[config.mk]
export PLATFORM = sky130hd
export DESIGN_NAME = rdc_ctrl
export DESIGN_NICKNAME = d
export VERILOG_FILES = /design/src/sv/range_distinct_count_assert.svh /design/src/sv/rdc_pkg.sv /design/src/sv/rdc_ctrl.sv
export SDC_FILE = /design/constraint.sdc
export NUM_CORES = 1
export LEC_CHECK = 0
export BUFFER_PORTS_ARGS = -buffer_cell sky130_fd_sc_hd__clkbuf_2
export CAP_MARGIN = 0
export CORE_AREA = 3 3 40 42
export CTS_CLUSTER_DIAMETER = 100
export DETAILED_ROUTE_END_ITERATION = 10
export DIE_AREA = 0 0 43 45
export PLACE_DENSITY = 0.64
export REMOVE_ABC_BUFFERS = 1
export SLEW_MARGIN = 20
export SYNTH_ARGS = -nofsm -noshare
export SYNTH_HDL_FRONTEND = slang
export SYNTH_SLANG_ARGS = --single-unit
[constraint.sdc]
create_clock -name clock -period 1.4 [get_ports clock]
set_input_delay 0.07 -clock clock [delete_from_list [all_inputs] [get_ports clock]]
set_output_delay 0.07 -clock clock [all_outputs]
set_load 0.05 [all_outputs]
[src/sv/range_distinct_count_assert.svh]
// range_distinct_count_assert.svh: assertion macros for the distinct count block
// no dependencies; included by the top level
`ifndef RANGE_DISTINCT_COUNT_ASSERT_SVH
`define RANGE_DISTINCT_COUNT_ASSERT_SVH
`ifndef NO_ASSERTIONS
// same-cycle implication
`define RDC_ASSERT_IMPL(name, clk, rst, ante, cons) \
   name: assert property (@(posedge clk) disable iff (rst) (ante) |-> (cons)) \
      else $error("range_distinct_count: same-cycle check failed");
// next-cycle implication
`define RDC_ASSERT_NEXT(name, clk, rst, ante, cons) \
   name: assert property (@(posedge clk) disable iff (rst) (ante) |=> (cons)) \
      else $error("range_distinct_count: next-cycle check failed");
`else
`define RDC_ASSERT_IMPL(name, clk, rst, ante, cons)
`define RDC_ASSERT_NEXT(name, clk, rst, ante, cons)
`endif
`endif

[src/sv/rdc_pkg.sv]
// rdc_pkg: payload, command and status types shared by the distinct count block
// no dependencies
package rdc_pkg;

   localparam int FIELD_WIDTH = 10;
   localparam int COUNT_WIDTH = 11;

   localparam logic KIND_LOAD  = 1'b0;
   localparam logic KIND_QUERY = 1'b1;

   // request payload
   typedef struct packed {
      logic                   kind;
      logic [FIELD_WIDTH-1:0] position;
      logic [FIELD_WIDTH-1:0] element_value;
      logic [FIELD_WIDTH-1:0] left;
      logic [FIELD_WIDTH-1:0] right;
   } req_type;

   // response payload
   typedef struct packed {
      logic [COUNT_WIDTH-1:0] distinct_count;
      logic                   range_error;
   } rsp_type;

   // controller states
   typedef enum logic [3:0] {
      ST_CLEAR,
      ST_IDLE,
      ST_DECIDE,
      ST_GROW_CRD,
      ST_GROW_CWR,
      ST_SHRINK_CRD,
      ST_SHRINK_CWR,
      ST_LOAD_CRD,
      ST_LOAD_DOWN_WR,
      ST_LOAD_UP_RD,
      ST_LOAD_UP_WR,
      ST_RESPOND
   } state_type;

   // element store read address and window pointer move
   typedef enum logic [2:0] {
      ELEM_GROW_END,
      ELEM_GROW_LOW,
      ELEM_SHRINK_END,
      ELEM_SHRINK_LOW,
      ELEM_LOAD_POS
   } elem_sel_type;

   // count store read address source
   typedef enum logic {
      CNT_SRC_ELEM,
      CNT_SRC_REQ
   } cnt_src_type;

   // controller to datapath
   typedef struct packed {
      logic         capture;
      logic         clear_step;
      logic         elem_rd;
      elem_sel_type elem_sel;
      logic         elem_wr;
      logic         cnt_rd;
      cnt_src_type  cnt_src;
      logic         cnt_wr;
      logic         cnt_up;
      logic         rsp_push;
   } cmd_type;

   // datapath to controller
   typedef struct packed {
      logic kind_query;
      logic query_bad;
      logic load_ok;
      logic in_window;
      logic grow_end;
      logic grow_low;
      logic shrink_end;
      logic shrink_low;
      logic clear_last;
   } status_type;

endpackage

[src/sv/rdc_ctrl.sv]
// rdc_ctrl: sequencer for clearing, loads and window walks of the distinct count block
// depends on rdc_pkg
module rdc_ctrl import rdc_pkg::*; (
   input  logic       clock,
   input  logic       reset,
   input  logic       req_valid,
   input  status_type status,
   input  logic       rsp_free,
   output logic       req_ready,
   output cmd_type    cmd
);

   state_type state_ff, state_in;

   // state register
   always_ff @(posedge clock) begin
      if (reset) begin
         state_ff <= ST_CLEAR;
      end else begin
         state_ff <= state_in;
      end
   end

   // next state
   always_comb begin
      state_in = state_ff;
      case (state_ff)
         ST_CLEAR: begin
            if (status.clear_last) state_in = ST_IDLE;
         end
         ST_IDLE: begin
            if (req_valid) state_in = ST_DECIDE;
         end
         ST_DECIDE: begin
            if (status.kind_query) begin
               if (status.query_bad) begin
                  state_in = ST_RESPOND;
               end else if (status.grow_end || status.grow_low) begin
                  state_in = ST_GROW_CRD;
               end else if (status.shrink_end || status.shrink_low) begin
                  state_in = ST_SHRINK_CRD;
               end else begin
                  state_in = ST_RESPOND;
               end
            end else if (status.load_ok && status.in_window) begin
               state_in = ST_LOAD_CRD;
            end else begin
               state_in = ST_IDLE;
            end
         end
         ST_GROW_CRD:     state_in = ST_GROW_CWR;
         ST_GROW_CWR:     state_in = ST_DECIDE;
         ST_SHRINK_CRD:   state_in = ST_SHRINK_CWR;
         ST_SHRINK_CWR:   state_in = ST_DECIDE;
         ST_LOAD_CRD:     state_in = ST_LOAD_DOWN_WR;
         ST_LOAD_DOWN_WR: state_in = ST_LOAD_UP_RD;
         ST_LOAD_UP_RD:   state_in = ST_LOAD_UP_WR;
         ST_LOAD_UP_WR:   state_in = ST_IDLE;
         ST_RESPOND: begin
            if (rsp_free) state_in = ST_IDLE;
         end
         default:         state_in = ST_CLEAR;
      endcase
   end

   // commands
   always_comb begin
      cmd          = '0;
      cmd.elem_sel = ELEM_GROW_END;
      cmd.cnt_src  = CNT_SRC_ELEM;
      req_ready    = 1'b0;
      case (state_ff)
         ST_CLEAR: begin
            cmd.clear_step = 1'b1;
         end
         ST_IDLE: begin
            req_ready   = 1'b1;
            cmd.capture = req_valid;
         end
         ST_DECIDE: begin
            // grow first, then shrink, so no count drops below zero
            if (status.kind_query) begin
               if (!status.query_bad) begin
                  if (status.grow_end) begin
                     cmd.elem_rd  = 1'b1;
                     cmd.elem_sel = ELEM_GROW_END;
                  end else if (status.grow_low) begin
                     cmd.elem_rd  = 1'b1;
                     cmd.elem_sel = ELEM_GROW_LOW;
                  end else if (status.shrink_end) begin
                     cmd.elem_rd  = 1'b1;
                     cmd.elem_sel = ELEM_SHRINK_END;
                  end else if (status.shrink_low) begin
                     cmd.elem_rd  = 1'b1;
                     cmd.elem_sel = ELEM_SHRINK_LOW;
                  end
               end
            end else if (status.load_ok) begin
               if (status.in_window) begin
                  cmd.elem_rd  = 1'b1;
                  cmd.elem_sel = ELEM_LOAD_POS;
               end else begin
                  cmd.elem_wr = 1'b1;
               end
            end
         end
         ST_GROW_CRD, ST_SHRINK_CRD, ST_LOAD_CRD: begin
            cmd.cnt_rd  = 1'b1;
            cmd.cnt_src = CNT_SRC_ELEM;
         end
         ST_GROW_CWR: begin
            cmd.cnt_wr = 1'b1;
            cmd.cnt_up = 1'b1;
         end
         ST_SHRINK_CWR, ST_LOAD_DOWN_WR: begin
            cmd.cnt_wr = 1'b1;
            cmd.cnt_up = 1'b0;
         end
         ST_LOAD_UP_RD: begin
            cmd.cnt_rd  = 1'b1;
            cmd.cnt_src = CNT_SRC_REQ;
         end
         ST_LOAD_UP_WR: begin
            cmd.cnt_wr  = 1'b1;
            cmd.cnt_up  = 1'b1;
            cmd.elem_wr = 1'b1;
         end
         ST_RESPOND: begin
            cmd.rsp_push = rsp_free;
         end
         default: begin
            cmd.clear_step = 1'b0;
         end
      endcase
   end

endmodule

### Word-level counts from Yosys, hierarchy flattened

Index checks and enable logic that the tools add are counted.

| word-level totals | value |
|---|---|
| register bits after elaboration | 4 |
| input bits | 13 |
| output and inout port bits | 13 |
| word-level logic and storage cells | 51 |

| operators by class | value |
|---|---|
| equality and inequality tests | 14 |
| multiplexer cells | 27 |
| reduce and logical (&&, ||, !) cells | 9 |

Operators by type and width:

| operator | number |
|---|---|
| $mux 4 | 15 |
| $pmux 4 s11 | 1 |
| $eq 4x3->1 const B | 4 |
| $eq 4x4->1 const B | 4 |
| $eq 4x2->1 const B | 2 |
| $pmux 2 s2 | 2 |
| $mux 1 | 6 |
| $ne 2x2->1 const B | 3 |
| $reduce_or 2->1 | 3 |
| $mux 5 | 1 |
| $eq 4x1->1 const B | 1 |
| $logic_not 4->1 | 1 |
| $mux 3 | 1 |
| $reduce_and 3->1 | 1 |
| $reduce_or 3->1 | 1 |
| $logic_or 1x1->1 | 2 |
| $pmux 1 s2 | 1 |
| $logic_and 1x1->1 | 1 |

### Logic depth before layout (Yosys ltp)

| depth | value |
|---|---|
| depth in word-level cells | 7 |
| depth in mapped cells | 5 |
| mapped depth without buffers | 4 |

### Least setup slack after synthesis

No wires, ideal clock.

| path | value |
|---|---|
| kind | reg2reg |
| start point | register state_ff[0] |
| end point | register state_ff[1] |
| setup time | 0.116 ns |
| arrival | 1.823 ns |
| required time | 1.284 ns |
| slack | -0.539 ns |
| stages on the path, launching flop included | 5 |
| path buffers | 1 |
| clock period less this slack | 1.939 ns |
| path through | dfxtp_1 > buf_2 > nor4_2 > nand2_1 > a41o_1 |

| between the ends | value |
|---|---|
| cells in the longest elaborated chain, start to end | 3 |
| elaborated cells between the ends (all ways) | 18 |
| classes of those cells | 14 x eq/ne; 1 x mux; 3 x reduce/logical |

Ends and longest elaborated chain:

| what | RTL line | source |
|---|---|---|
| from (decl) | rdc_ctrl.sv:13 | `state_type state_ff, state_in;` |
| from (signal assigned) | rdc_ctrl.sv:20 | `state_ff <= state_in;` |
| $eq 4x3->1 (tied with other cells) | rdc_ctrl.sv:27 | `case (state_ff)` |
| $reduce_or 2->1 (no source line) / $ne 2x2->1 (equally long branches) | - |  |
| $pmux 4 s11 / $reduce_and 3->1 (equally long branches) | - |  |

Several ways; a longest one is shown, not always the timed one.
A chain may end at the register's enable or synchronous reset.

==> flow_metrics.py <==
metrics = {
    "setup_path": {
        "crit_buf_inv": 2,
        "max_stage_delay_ps": 320,
        "crit_family": "simple AND/OR/NAND/NOR gates",
        "critPathArrivalTime_ps": 1350,
        "crit_slowest_cell": "dfxtp_2",
        "end_kind": "output port",
        "path_cells": "buf_6 -> nor2_4 -> nand2_4 -> nor3b_2 -> clkbuf_8",
        "cp.required_ps": 1330,
        "critPathKind": "reg2out",
        "cp_max_fo": 7,
        "start_kind": "register",
    },
    "route": {
        "drc_errors": 0,
        "avgRoutedWirePerCell_um": 13.7,
        "ant_nets": 0,
        "routed_wl_mm": 1.59,
        "via_count": 602,
        "drtIter0Drc": 10,
        "first_pass_iters": 3,
        "routed_via_density": 5.19,
    },
    "finish": {
        "largest_reg_flops": 4,
        "reg_top3": "state_ff x4",
        "fin_nets": 116,
        "nFillCells": 120,
        "largest_register": "state_ff",
        "multiInputGateArea_um2": 402,
        "antennaDiodeCount": 0,
        "drive_above_1_share": 0.574,
        "fin_cells": 116,
        "regArea_um2": 92.6,
        "area_growth_pct": 77.5,
    },
    "synthesis": {
        "async_flop_share": 0,
        "synth_edf_count": 0,
        "yosys_warnings": 0,
        "ys_seq_elements": 4,
        "syn_area_um2": 462,
        "synth_ff_type": "dfxtp_1",
        "ys_seq_area_frac": 0.173,
        "synth_area_per_cell_um2": 6.89,
        "ys_types": 32,
        "syn_inst": 67,
    },
    "placed_design": {
        "port-buffer-count": 25,
        "dp.cells": 111,
        "gp_congestion": 0.872,
        "dp_slack_ps": 90.4,
        "dp_hpwl_um": 974,
    },
    "cts": {
        "cts_buffers": 3,
        "cts_tree": "yes",
        "cts_max_level": 1,
        "cts.clk_slew.worst_paths_ps": 40,
        "clk_latency_ps": 240,
        "ctsHoldBuffers": 0,
        "clock-root-buffer": "clkbuf_4",
        "cts_sinks": 4,
        "clockBufferDepth": 2,
    },
    "pwr": {
        "p_leak_nw": 0.393,
        "cellPowerDensity_nw_per_um2": 757,
        "finalPower_uw": 621,
        "peakVddDrop_v": 0.000374,
    },
    "timing": {
        "setup_violations": 1,
        "max_slew_margin": 0.748,
        "worst_slew_pin_slew_ps": 374,
        "maxSlewViolCount": 0,
        "rsz0062_at_grt": "true",
        "fin_crit_ps": 1420,
        "setup_slack_ps": -22.0,
        "fin_setup_tns_ps": -22.0,
        "max_freq_mhz": 703,
        "finalHoldViolCount": 0,
        "clock_skew_ps": 5.05,
        "fin_crit_sh": 1.02,
    },
    "floorplanning": {
        "pin_count": 26,
        "fp.dieW_um": 43,
        "die_h_um": 45,
        "core-area_um2": 1280,
        "die_area_um2": 1940,
        "rows": 13,
        "initial_utilization": 0.359,
    },
    "hold_path": {
        "hold_path.class": "in2reg",
    },
    "global_routing": {
        "groute.usage.overall": 0.149,
        "grt_pass1_wl_mm": 2.23,
        "grt_max_degree": 9,
        "grt_pass1_vias": 551,
        "grt.overflow.total": 0,
        "antenna_found_initial": 0,
    },
    "status": {
        "violations": "negative setup slack",
        "status": "finished with violations",
    },
    "job": {
        "drv_cap": 0,
    },
}
[synthesized netlist by cell type, types with 2 or more instances]
| cell | instances | area, um^2 |
|---|---|---|
| o21ai_0 | 3 | 15.0 |
| nand3_1 | 2 | 10.0 |
| inv_1 | 5 | 18.8 |
| a31oi_1 | 2 | 12.5 |
| nand2_1 | 4 | 15.0 |
| buf_2 | 3 | 15.0 |
| nor2b_1 | 2 | 12.5 |
| dfxtp_1 | 4 | 80.1 |
| nor3_2 | 2 | 20.0 |
| a21oi_1 | 4 | 20.0 |
| nor3_1 | 5 | 25.0 |
| nor3b_1 | 2 | 15.0 |
| nor2_1 | 10 | 37.5 |
[cells in the final DEF, fill, tap and decap left out, drive strengths merged, types with 2 or more instances in the layout]
cell type	count
a21oi	4
a31oi	2
buf	17
clkbuf	21
dfxtp	4
inv	6
nand2	4
nand3	2
nor2	11
nor2b	2
nor3	7
nor3b	2
nor4	2
o21ai	3
[per-stage QoR]
stage               utilization  instance area, um^2  hold WS [ps]
CTS                       0.576                  741          65.4
floorplan                     -                  439           139
detailed placement        0.500                  643           322
finish                    0.638                  820          78.0
global placement          0.500                  643           326
global route              0.638                  820          87.2
[worst reg2reg max path, stage by stage, from the launching register on]
cell       delay, ps
dfxtp_4          360
buf_4            160
nor3_1           180
nor2_1            70
a2111oi_0        360
[logic make-up (layout without fill, tap and decap cells)]
family / Yosys count / count (layout) / synth area share
and+or+nand+nor: 37 / 37 / 0.472
xor gates and xnor gates: 2 / 2 / 0.0379
buffers and inverters: 10 / 44 / 0.0976
DFF: 4 / 4 / 0.173
AOI/OAI and AO/OA: 14 / 14 / 0.220
[layer usage]
layer	up-vias	wire length, um	GRT usage
li1	306	-	-
met1	266	622	0.176
met2	28	849	0.246
met3	2	99	0.0478
met4	0	14	0.0723
met5	-	0	0
[power breakdown]
part	switching, mW	internal, mW	total, mW	leakage [nW]
registers	0.0149	0.123	0.138	0.0352
clock network	0.0506	0.0961	0.147	0.0138
logic	0.198	0.138	0.336	0.344
total	0.263	0.357	0.621	0.393
[final timing paths]
kind / from / endpoint / slack, ps / cells after the start
setup / recovery: state_ff[0]$_SDFFE_PP0P_ / cmd[9] / -20 / 5
hold / removal: reset / state_ff[2]$_SDFFE_PP0P_ / 80 / 2
setup reg to reg: state_ff[3]$_SDFFE_PP0P_ / state_ff[0]$_SDFFE_PP0P_ / 150 / 4
hold reg to reg: state_ff[2]$_SDFFE_PP0P_ / state_ff[0]$_SDFFE_PP0P_ / 530 / 1
[final cells by class]
| cell class | count | area share |
|---|---|---|
| clock buffers | 3 | 0.0275 |
| repair buffers | 35 | 0.319 |
| multi-input cells | 53 | 0.490 |
| well taps | 15 | 0.0229 |
| inverters | 6 | 0.0275 |
| flip-flops and latches | 4 | 0.113 |
[timing repair]
action	4_1_cts	5_1_grt
endpoints found under the setup margin	12	12
pin swaps	2	3
gates resized for setup	21	27
setup buffers	0	2
(Power assumes the default switching activity.)
