### src/sv/range_distinct_count_assert.svh
// range_distinct_count_assert.svh: assertion macros for the distinct count block
// no dependencies; included by the top level
`ifndef RANGE_DISTINCT_COUNT_ASSERT_SVH
`define RANGE_DISTINCT_COUNT_ASSERT_SVH
`ifndef NO_ASSERTIONS
// same-cycle implication
`define RDC_ASSERT_IMPL(name, clk, rst, ante, cons) \
   name: assert property (@(posedge clk) disable iff (rst) (ante) |-> (cons)) \
      else $error("range_distinct_count: same-cycle check failed");
// next-cycle implication
`define RDC_ASSERT_NEXT(name, clk, rst, ante, cons) \
   name: assert property (@(posedge clk) disable iff (rst) (ante) |=> (cons)) \
      else $error("range_distinct_count: next-cycle check failed");
`else
`define RDC_ASSERT_IMPL(name, clk, rst, ante, cons)
`define RDC_ASSERT_NEXT(name, clk, rst, ante, cons)
`endif
`endif

### src/sv/rdc_pkg.sv
// rdc_pkg: payload, command and status types shared by the distinct count block
// no dependencies
package rdc_pkg;

   localparam int FIELD_WIDTH = 10;
   localparam int COUNT_WIDTH = 11;

   localparam logic KIND_LOAD  = 1'b0;
   localparam logic KIND_QUERY = 1'b1;

   // request payload
   typedef struct packed {
      logic                   kind;
      logic [FIELD_WIDTH-1:0] position;
      logic [FIELD_WIDTH-1:0] element_value;
      logic [FIELD_WIDTH-1:0] left;
      logic [FIELD_WIDTH-1:0] right;
   } req_type;

   // response payload
   typedef struct packed {
      logic [COUNT_WIDTH-1:0] distinct_count;
      logic                   range_error;
   } rsp_type;

   // controller states
   typedef enum logic [3:0] {
      ST_CLEAR,
      ST_IDLE,
      ST_DECIDE,
      ST_GROW_CRD,
      ST_GROW_CWR,
      ST_SHRINK_CRD,
      ST_SHRINK_CWR,
      ST_LOAD_CRD,
      ST_LOAD_DOWN_WR,
      ST_LOAD_UP_RD,
      ST_LOAD_UP_WR,
      ST_RESPOND
   } state_type;

   // element store read address and window pointer move
   typedef enum logic [2:0] {
      ELEM_GROW_END,
      ELEM_GROW_LOW,
      ELEM_SHRINK_END,
      ELEM_SHRINK_LOW,
      ELEM_LOAD_POS
   } elem_sel_type;

   // count store read address source
   typedef enum logic {
      CNT_SRC_ELEM,
      CNT_SRC_REQ
   } cnt_src_type;

   // controller to datapath
   typedef struct packed {
      logic         capture;
      logic         clear_step;
      logic         elem_rd;
      elem_sel_type elem_sel;
      logic         elem_wr;
      logic         cnt_rd;
      cnt_src_type  cnt_src;
      logic         cnt_wr;
      logic         cnt_up;
      logic         rsp_push;
   } cmd_type;

   // datapath to controller
   typedef struct packed {
      logic kind_query;
      logic query_bad;
      logic load_ok;
      logic in_window;
      logic grow_end;
      logic grow_low;
      logic shrink_end;
      logic shrink_low;
      logic clear_last;
   } status_type;

endpackage

### src/sv/rdc_rsp_reg.sv
// rdc_rsp_reg: response output register between the sequencer and the receiver
// depends on rdc_pkg
module rdc_rsp_reg import rdc_pkg::*; (
   input  logic    clock,
   input  logic    reset,
   input  logic    push,
   input  rsp_type push_data,
   input  logic    rsp_ready,
   output logic    rsp_valid,
   output rsp_type rsp_data,
   output logic    free
);

   logic    valid_ff, valid_in;
   rsp_type data_ff;

   // slot can take a response when empty or being drained
   assign free      = !valid_ff || rsp_ready;
   assign rsp_valid = valid_ff;
   assign rsp_data  = data_ff;

   always_comb begin
      valid_in = valid_ff;
      if (push) begin
         valid_in = 1'b1;
      end else if (rsp_ready) begin
         valid_in = 1'b0;
      end
   end

   always_ff @(posedge clock) begin
      if (reset) begin
         valid_ff <= 1'b0;
      end else begin
         valid_ff <= valid_in;
      end
   end

   always_ff @(posedge clock) begin
      if (push) begin
         data_ff <= push_data;
      end
   end

endmodule

### config.mk
export PLATFORM = sky130hd
export DESIGN_NAME = rdc_rsp_reg
export DESIGN_NICKNAME = d
export VERILOG_FILES = /design/src/sv/range_distinct_count_assert.svh /design/src/sv/rdc_pkg.sv /design/src/sv/rdc_rsp_reg.sv
export SDC_FILE = /design/constraint.sdc
export NUM_CORES = 1
export LEC_CHECK = 0
export BUFFER_PORTS_ARGS = -buffer_cell sky130_fd_sc_hd__buf_4
export CORE_AREA = 5 5 42 44
export CTS_BUF_LIST = sky130_fd_sc_hd__clkbuf_4 sky130_fd_sc_hd__clkbuf_8
export DETAILED_ROUTE_END_ITERATION = 10
export DIE_AREA = 0 0 47 49
export GPL_ROUTABILITY_DRIVEN = 0
export GPL_TIMING_DRIVEN = 0
export PLACE_DENSITY_LB_ADDON = 0.1
export SKIP_CTS_REPAIR_TIMING = 1
export SYNTH_ARGS = -nofsm -noshare
export SYNTH_HDL_FRONTEND = slang
export SYNTH_SLANG_ARGS = --single-unit
### constraint.sdc
create_clock -name clock -period 0.85 [get_ports clock]
set_input_delay 0.1275 -clock clock [delete_from_list [all_inputs] [get_ports clock]]
set_output_delay 0.1275 -clock clock [all_outputs]
set_load 0.02 [all_outputs]
After elaboration in Yosys (flattened, before gate mapping). Index checks and enable logic that the tools add are counted.

Muxes and demuxes: 2. Reductions and logical operators: 3.

Operator list (count): 1-bit 2-to-1 mux (2); 2-bit nonzero test (1); 1-bit logical NOT (1); 1-bit logical OR (1).

Flip-flop bits (word level): 13. Input bits: 16.

Depth between registers and ports, before layout. Gate-level depths: netlist of run 1.

Depth after elaboration: 2. Depth in mapped cells: 2. Mapped depth without buffers: 2.

Worst setup path after synthesis of run 1. OpenSTA, ideal clock, no wires.

Path type: reg2reg. From: reg, netlist name rsp_valid. To: reg valid_ff, in the netlist rsp_valid. Library setup time: 0.066 ns. Data arrival time: 0.707 ns. Required time: 0.784 ns. Slack: 0.076 ns. Cell stages (with the launch flop): 3. Cell sequence: dfxtp_1 -> nand2b_4 -> a21oi_2.

RTL lines: end signal: assignment (line rdc_rsp_reg.sv:35) `valid_ff <= valid_in;`; end: declaration (line rdc_rsp_reg.sv:14) `logic valid_ff, valid_in;`.

Worst setup path in the final report of run 1.
From: reg data_ff (netlist bit rsp_data[10]). To: out rsp_data[10] (netlist name).

RTL lines: start: declaration (line rdc_rsp_reg.sv:15) `rsp_type data_ff;`; start signal: assignment (line rdc_rsp_reg.sv:41) `data_ff <= push_data;`; end: declaration (line rdc_rsp_reg.sv:10) `output rsp_type rsp_data,`.

No word-level cell between the ends.

==> results of run 1 <==
area by class of cell:
class,instances,area (sq um)
fillers,134,659
multi-input cells,2,22.5
inverters,1,3.75
clock buffers,4,30.0
repair buffers,31,284
well taps,16,20.0
flip-flops and latches,13,382
state kept, by name, indices dropped and copies added (netlist names):
register,count
rsp_data,12
rsp_valid,1
stage by stage:
step	util (%)	power [uW]
4_1_cts	48.1	1390
3_5_place_dp	46.0	1000
5_1_grt	52.9	1500
3_3_place_gp	46.0	995
2_1_floorplan	-	859
6_report	52.9	1410
worst max-delay path by stage:
stage | start | endpoint | slack [ns] | depth (start not counted)
3_3_place_gp | rsp_valid$_SDFFE_PP0P_ | free | 0.16 | 2
2_1_floorplan | rsp_valid$_SDFFE_PP0P_ | rsp_valid$_SDFFE_PP0P_ | 0.08 | 2
5_1_grt | rsp_data[10]$_DFFE_PP_ | rsp_data[10] | -0.13 | 1
4_1_cts | rsp_valid$_SDFFE_PP0P_ | free | -0.15 | 2
3_5_place_dp | rsp_valid$_SDFFE_PP0P_ | free | 0.15 | 2
6_report | rsp_data[10]$_DFFE_PP_ | rsp_data[10] | -0.08 | 1
cell usage after synthesis:
library cell and instances:
dfxtp_1 1, inv_1 1, a21oi_2 1, edfxtp_1 12
nand2b_4 1
routing by layer:
layer / wire, um / share of wire (%)
met5: 0 / 0
met4: 0 / 0
met3: 111 / 14
met2: 472 / 57
met1: 238 / 29
cell families after synthesis:
kind of cell | Yosys count | synth area share [%]
AOI/OAI and AO/OA | 1 | 2.15
DFF | 13 | 93.5
buffers and inverters | 1 | 0.922
and+or+nand+nor | 1 | 3.38
report_power, final:
group / total (uW) / internal [uW] / switching (uW)
sequential: 778 / 754 / 23.5
combinational: 249 / 142 / 106
clock: 388 / 213 / 175
total: 1410 / 1110 / 305
==> impl_metrics.ini, run 1 <==
[clocking]
htree_levels = 1
clock_latency_ns = 0.26
cts_tree = done
cts_made_buffers = 3
cts_root_buf = clkbuf_4
clockBufferDepth = 2
clk_pin_slew_ns = 0.07
cts_sinks = 13

[sta]
fin_ws_ns = -0.0767
min_period_over_period_pct = 109
finalSetupViolCount = 14
finClkSkew_ns = 0
final.setup.tns_ns = -0.911
grt_setup_unrepaired = yes
tightest_slew_ns = 0.154
hold_ws_ns = 0.0373
hold_violations = 0
finalMaxSlewViolations = 0
finalCriticalPeriod_ns = 0.927
max_freq_mhz = 1080
slew_headroom_pct = 89.7

[die]
start_util_pct = 29.0
rows = 14
core_sq_mm = 0.00140
ioPinCount = 30
die_area_sq_mm = 0.00230
die_x_um = 47
dieHeight_um = 49

[setup_path]
path_max_fanout = 1
rrSetupSlack_ns = 0.14
criticalPathCategory = reg -> out
start_kind = register
rr_startpoint = rsp_valid$_SDFFE_PP0P_
arrival_ns = 0.80
critical-path-top-delay-family = flip-flops
rr_endpoint = rsp_valid$_SDFFE_PP0P_
cp_num_buf_inv = 1
cpPeakStageDelay_ns = 0.39
worstPathRequired_ns = 0.72
crit_slowest_cell = edfxtp_1
critical_path.cell_chain = buf_6
end_kind = output port
worst_r2r_path_depth = 3

[synthesis]
yosysTopAreaCell = edfxtp_1
synth_area_leaders = edfxtp_1 (89%), dfxtp_1 (4.9%), nand2b_4 (3.4%), a21oi_2 (2.2%), inv_1 (0.92%)
syn_inst = 16
syn_area_per_cell_sq_um = 25.4
synth_top_area_share_pct = 88.6
mappedNetlistNets = 32
yosys_register_bits = 13
synthDistinctLibCells = 5
synthesis.area_sq_um = 407
yosysWarnings = 0
seq_area_frac_synth_pct = 93.5

[global_route]
busiest_layer = met2
use_met1_pct = 7.23
grt_pass1_wl_um = 1240
grt_use_met2_pct = 12.9
grt_pass1_vias = 308
grt_max_degree = 14
antenna_found_initial = 0
grt_overflow = 0
track_usage_pct = 7.82
grtUsageMet3_pct = 5.54

[worst_hold_path]
whs_path_depth = 1
hold_class = in -> reg
min_from = push_data[8]
min_to = rsp_data[8]$_DFFE_PP_

[layout]
fin_cells = 67
drive_above_1_share_pct = 72.5
syn2layout_area_growth_pct = 82.5
mostFrequentLayoutCells = buf_4 (17), buf_6 (13), edfxtp_1 (12), clkbuf_4 (4)
stdcell_area_sq_um = 742
final_common_cell = buf_4
nets = 68
n_antenna_cell = 0

[drt]
vias = 276
viasPerCell = 4.12
finalWirelength_um = 821
first_iter_violations = 6
antenna_violating_nets_post_route = 0
wl_per_cell_um = 12.3
dr.pass1.iters = 3
drc = 0

[power_and_ir_drop]
p_per_area_mw_per_mm2 = 1910
ir_drop_mv = 1.19
leakage_uw = 0.000323

[place]
pre_cts_slack_ns = 0.148
dp.cells = 61
port_buffers = 29
dpl-instance-area_sq_um = 644

[status]
status = finished, violations left
violations = negative setup slack

[flow_run]
maxCapViolCount = 0
(Power assumes the default switching activity.)
==> run 2: changes to the inputs <==
CTS_BUF_LIST = sky130_fd_sc_hd__clkbuf_16   (was sky130_fd_sc_hd__clkbuf_4 sky130_fd_sc_hd__clkbuf_8)
RECOVER_POWER = 100   (was default)
==> run 2 against run 1 <==
  * The run still ends with negative setup slack left
  * Non-clock buffer count down 1
  * Hold slack worse by 0.0045 ns
  * Flip-flop and latch count unchanged
  * First-iteration DRC count up 17%
  * Sequential share of layout area down 2.1 points
  * Clock-buffer cell count down 1
  * Utilization up 2.2 points
  * Clock skew unchanged
  * Critical endpoint unchanged
  * Combinational power down 5%
==> impl_metrics.ini, run 2 (synthesized netlist as in run 1, its figures left out) <==
[sta]
grt_setup_unrepaired = yes
fin_ws_ns = -0.0431
finalSetupViolCount = 13
min_period_over_period_pct = 105
finClkSkew_ns = 0
max_freq_mhz = 1120
tightest_slew_ns = 0.634
hold_violations = 0
slew_headroom_pct = 57.7
finalCriticalPeriod_ns = 0.893
finalMaxSlewViolations = 0

[clocking]
htree_levels = 1
cts_sinks = 13
cts_made_buffers = 3
clock_latency_ns = 0.23
clockBufferDepth = 2
cts_tree = done
cts_root_buf = clkbuf_16
clk_pin_slew_ns = 0.04

[global_route]
track_usage_pct = 7.96
grt_max_degree = 14
antenna_found_initial = 0
grt_pass1_vias = 303
grt_overflow = 0
grt_pass1_wl_um = 1250

[setup_path]
worstPathRequired_ns = 0.72
crit_slowest_cell = edfxtp_1
end_kind = output port
critical_path.cell_chain = buf_6
start_kind = register
arrival_ns = 0.77
criticalPathCategory = reg -> out
critical-path-top-delay-family = flip-flops
cp_num_buf_inv = 1
cpPeakStageDelay_ns = 0.38
path_max_fanout = 1

[worst_hold_path]
hold_class = in -> reg

[power_and_ir_drop]
p_int_uw = 1510
ir_drop_mv = 1.63
leakage_uw = 0.000337
total_power_uw = 1860
p_clk_share_pct = 45.3
swShare_pct = 19.0
combPwrFrac_pct = 12.7
p_per_area_mw_per_mm2 = 2410
p_seq_share_pct = 42.0
p_switching_uw = 354

[die]
rows = 14
dieHeight_um = 49
die_x_um = 47
die_area_sq_mm = 0.00230
start_util_pct = 29.0
ioPinCount = 30
core_sq_mm = 0.00140

[drt]
viasPerCell = 4.09
drc = 0
antenna_violating_nets_post_route = 0
vias = 270
finalWirelength_um = 806
first_iter_violations = 7
dr.pass1.iters = 3
wl_per_cell_um = 12.2

[status]
violations = negative setup slack
status = finished, violations left

[layout]
mostFrequentLayoutCells = buf_6 (13), clkbuf_4 (12), edfxtp_1 (12), buf_4 (4), clkbuf_16 (3)
largest_reg_flops = 12
n_antenna_cell = 0
nets = 67
syn2layout_area_growth_pct = 90.2
drive_above_1_share_pct = 68.0
final_common_cell = buf_6

[flow_run]
maxCapViolCount = 0

[place]
port_buffers = 29
pre_cts_slack_ns = 0.148
==> run 2: through the flow <==
stage	cells	setup TNS (ns)	cell area (sq um)	util, %	hold WS (ns)
finish	66	-0.394	773	55.2	0.0327
global route	66	-0.783	773	55.2	0.0339
CTS	65	-0.651	723	51.6	0.0357
detailed placement	61	0	644	46.0	0.284
global placement	61	0	644	46.0	0.283
floorplan	16	0	407	-	0.190
==> run 2: layout make-up <==
type | instances | area, sq um
clock buffers | 3 | 75.1
clock inverters | 1 | 3.75
fillers | 130 | 628
inverters | 1 | 3.75
multi-input cells | 2 | 18.8
flip-flops and latches | 13 | 382
well taps | 16 | 20.0
repair buffers | 30 | 270
==> run 2: final timing paths <==
path,endpoint,start,depth (start not counted),slack (ns)
max reg2reg,rsp_valid$_SDFFE_PP0P_,rsp_valid$_SDFFE_PP0P_,3,0.14
min reg2reg,rsp_valid$_SDFFE_PP0P_,rsp_valid$_SDFFE_PP0P_,3,0.58
min,rsp_valid$_SDFFE_PP0P_,reset,2,0.03
max,rsp_data[10],rsp_data[10]$_DFFE_PP_,1,-0.04
==> run 2: routing by layer <==
layer / part of all wire (%) / wire length (um) / vias up / GRT usage, %
met2: 55 / 444 / 20 / 12.9
met4: 0 / 0 / 0 / 2.76
met3: 16 / 127 / 0 / 5.54
met5: 0 / 0 / - / 0
met1: 29 / 233 / 123 / 7.69
li1: - / - / 127 / -
==> run 2: power groups by stage <==
stage | logic, uW | clock network, uW | registers (uW)
after floorplan | 11.4 | 0 | 848
after global placement | 214 | 0 | 781
after detailed placement | 217 | 0 | 783
after CTS | 217 | 870 | 772
after global routing | 249 | 912 | 787
final | 236 | 845 | 782
==> run 3: changes to the inputs <==
BUFFER_PORTS_ARGS = default   (was -buffer_cell sky130_fd_sc_hd__buf_4)
DONT_BUFFER_PORTS = 1   (was default)
==> run 3 against run 2 <==
  * Combinational power decreased by 75%
  * Total power decreased by 6.7%
  * The run now ends clean
  * Critical path type unchanged
  * Clock-buffer cell count is the same
  * First-iteration DRC count is 86% lower
  * Largest cell class unchanged
==> impl_metrics.ini, run 3 (synthesized netlist as in run 1, its figures left out) <==
[status]
status = completed

[place]
port_buffers = 0
pre_cts_slack_ns = 0.0462
dp.cells = 32

[layout]
final_core_util_pct = 45.6
syn2layout_area_growth_pct = 57.2
final_common_cell = dlygate4sd3_1
nets = 50
multiInputGateArea_sq_um = 22.5
drive_above_1_share_pct = 18.2
nFillCells = 140
n_antenna_cell = 0
fin_cells = 49
largest_reg_flops = 12
mostFrequentLayoutCells = dlygate4sd3_1 (13), edfxtp_1 (12), clkbuf_16 (3), inv_1 (2)
regArea_sq_um = 384

[power_and_ir_drop]
p_per_area_mw_per_mm2 = 2720
p_clk_share_pct = 48.2
combPwrFrac_pct = 3.4
swShare_pct = 18.2
p_switching_uw = 316
total_power_uw = 1740
leakage_uw = 0.000237
p_seq_share_pct = 48.5
ir_drop_mv = 1.12
p_int_uw = 1420

[die]
die_x_um = 47
dieHeight_um = 49
die_area_sq_mm = 0.00230
start_util_pct = 29.0
core_sq_mm = 0.00140
ioPinCount = 30
rows = 14

[setup_path]
cp.depth = 0
startpoint = rsp_data[3]$_DFFE_PP_
worstPathRequired_ns = 0.72
start_kind = register
criticalPathCategory = reg -> out
worst_r2r_path_depth = 2
rr_startpoint = rsp_valid$_SDFFE_PP0P_
path_max_fanout = 1
end_kind = output port
arrival_ns = 0.72

[global_route]
grt_max_degree = 14
grt_pass1_vias = 209
grt_pass1_wl_um = 1040
antenna_found_initial = 0
track_usage_pct = 7.09
grt_overflow = 0

[sta]
finalCriticalPeriod_ns = 0.844
min_period_over_period_pct = 99.3
grt_setup_unrepaired = yes
tightest_slew_ns = 0.220
slew_headroom_pct = 85.4
hold_violations = 0
finalMaxSlewViolations = 0
finClkSkew_ns = 0
max_freq_mhz = 1190
finalSetupViolCount = 0
hold_ws_ns = 0.00155
fin_ws_ns = 0.00618

[drt]
antenna_violating_nets_post_route = 0
wl_per_cell_um = 14.0
vias = 213
first_iter_violations = 1
viasPerCell = 4.35
dr.pass1.iters = 2
drc = 0
finalWirelength_um = 684

[clocking]
cts_made_buffers = 3
htree_levels = 1
clk_pin_slew_ns = 0.04
cts_tree = done
cts_root_buf = clkbuf_16
cts_sinks = 13
clockBufferDepth = 2
clock_latency_ns = 0.23

[worst_hold_path]
whs_path_depth = 0
min_from = push
hold_class = in -> reg

[flow_run]
maxCapViolCount = 0
run 3: cell count changes in the layout (fill, tap and decap cells not counted):
cell | before | now
dfxtp_2 | 1 | 0
a21oi_2 | 0 | 1
dfxtp_4 | 0 | 1
dlygate4sd3_1 | 0 | 13
clkbuf_4 | 12 | 0
a21oi_1 | 1 | 0
buf_6 | 13 | 0
buf_4 | 4 | 0
clkbuf_1 | 1 | 0
run 3: routing by layer:
| metal | track usage (%) | wire length [um] | up-vias |
|---|---|---|---|
| met5 | 0 | 0 | - |
| met3 | 4.80 | 74 | 0 |
| met1 | 6.71 | 239 | 98 |
| met2 | 9.50 | 370 | 20 |
| met4 | 6.91 | 0 | 0 |
| li1 | - | - | 95 |
run 3: cell type report:
class | instances | area share, %
Clock buffer | 3 | 11.7
Clock inverter | 1 | 0.587
Inverter | 1 | 0.587
Multi-Input combinational cell | 2 | 3.52
Sequential cell | 13 | 60.1
Tap cell | 16 | 3.13
Timing Repair Buffer | 13 | 20.4
run 3: through the flow:
stage,area [sq um],setup TNS [ns]
2_1_floorplan,407,0
3_3_place_gp,427,0
3_5_place_dp,427,0
4_1_cts,505,-0.135
5_1_grt,639,-0.146
6_report,639,0
run 3: worst paths after layout:
path                                          endpoint  slack (ns)
worst max-delay path                       rsp_data[3]       0.006
worst min-delay path             rsp_data[3]$_DFFE_PP_       0.002
worst max register to register  rsp_valid$_SDFFE_PP0P_        0.18
worst min register to register  rsp_valid$_SDFFE_PP0P_        0.57
run 3: power groups by stage:
stage / clock, uW / combinational [uW] / sequential [uW]
after detailed placement: 0 / 12.1 / 856
after floorplan: 0 / 11.4 / 848
after CTS: 870 / 12.1 / 846
after global routing: 921 / 61.4 / 848
after global placement: 0 / 12.0 / 857
final: 838 / 58.5 / 842
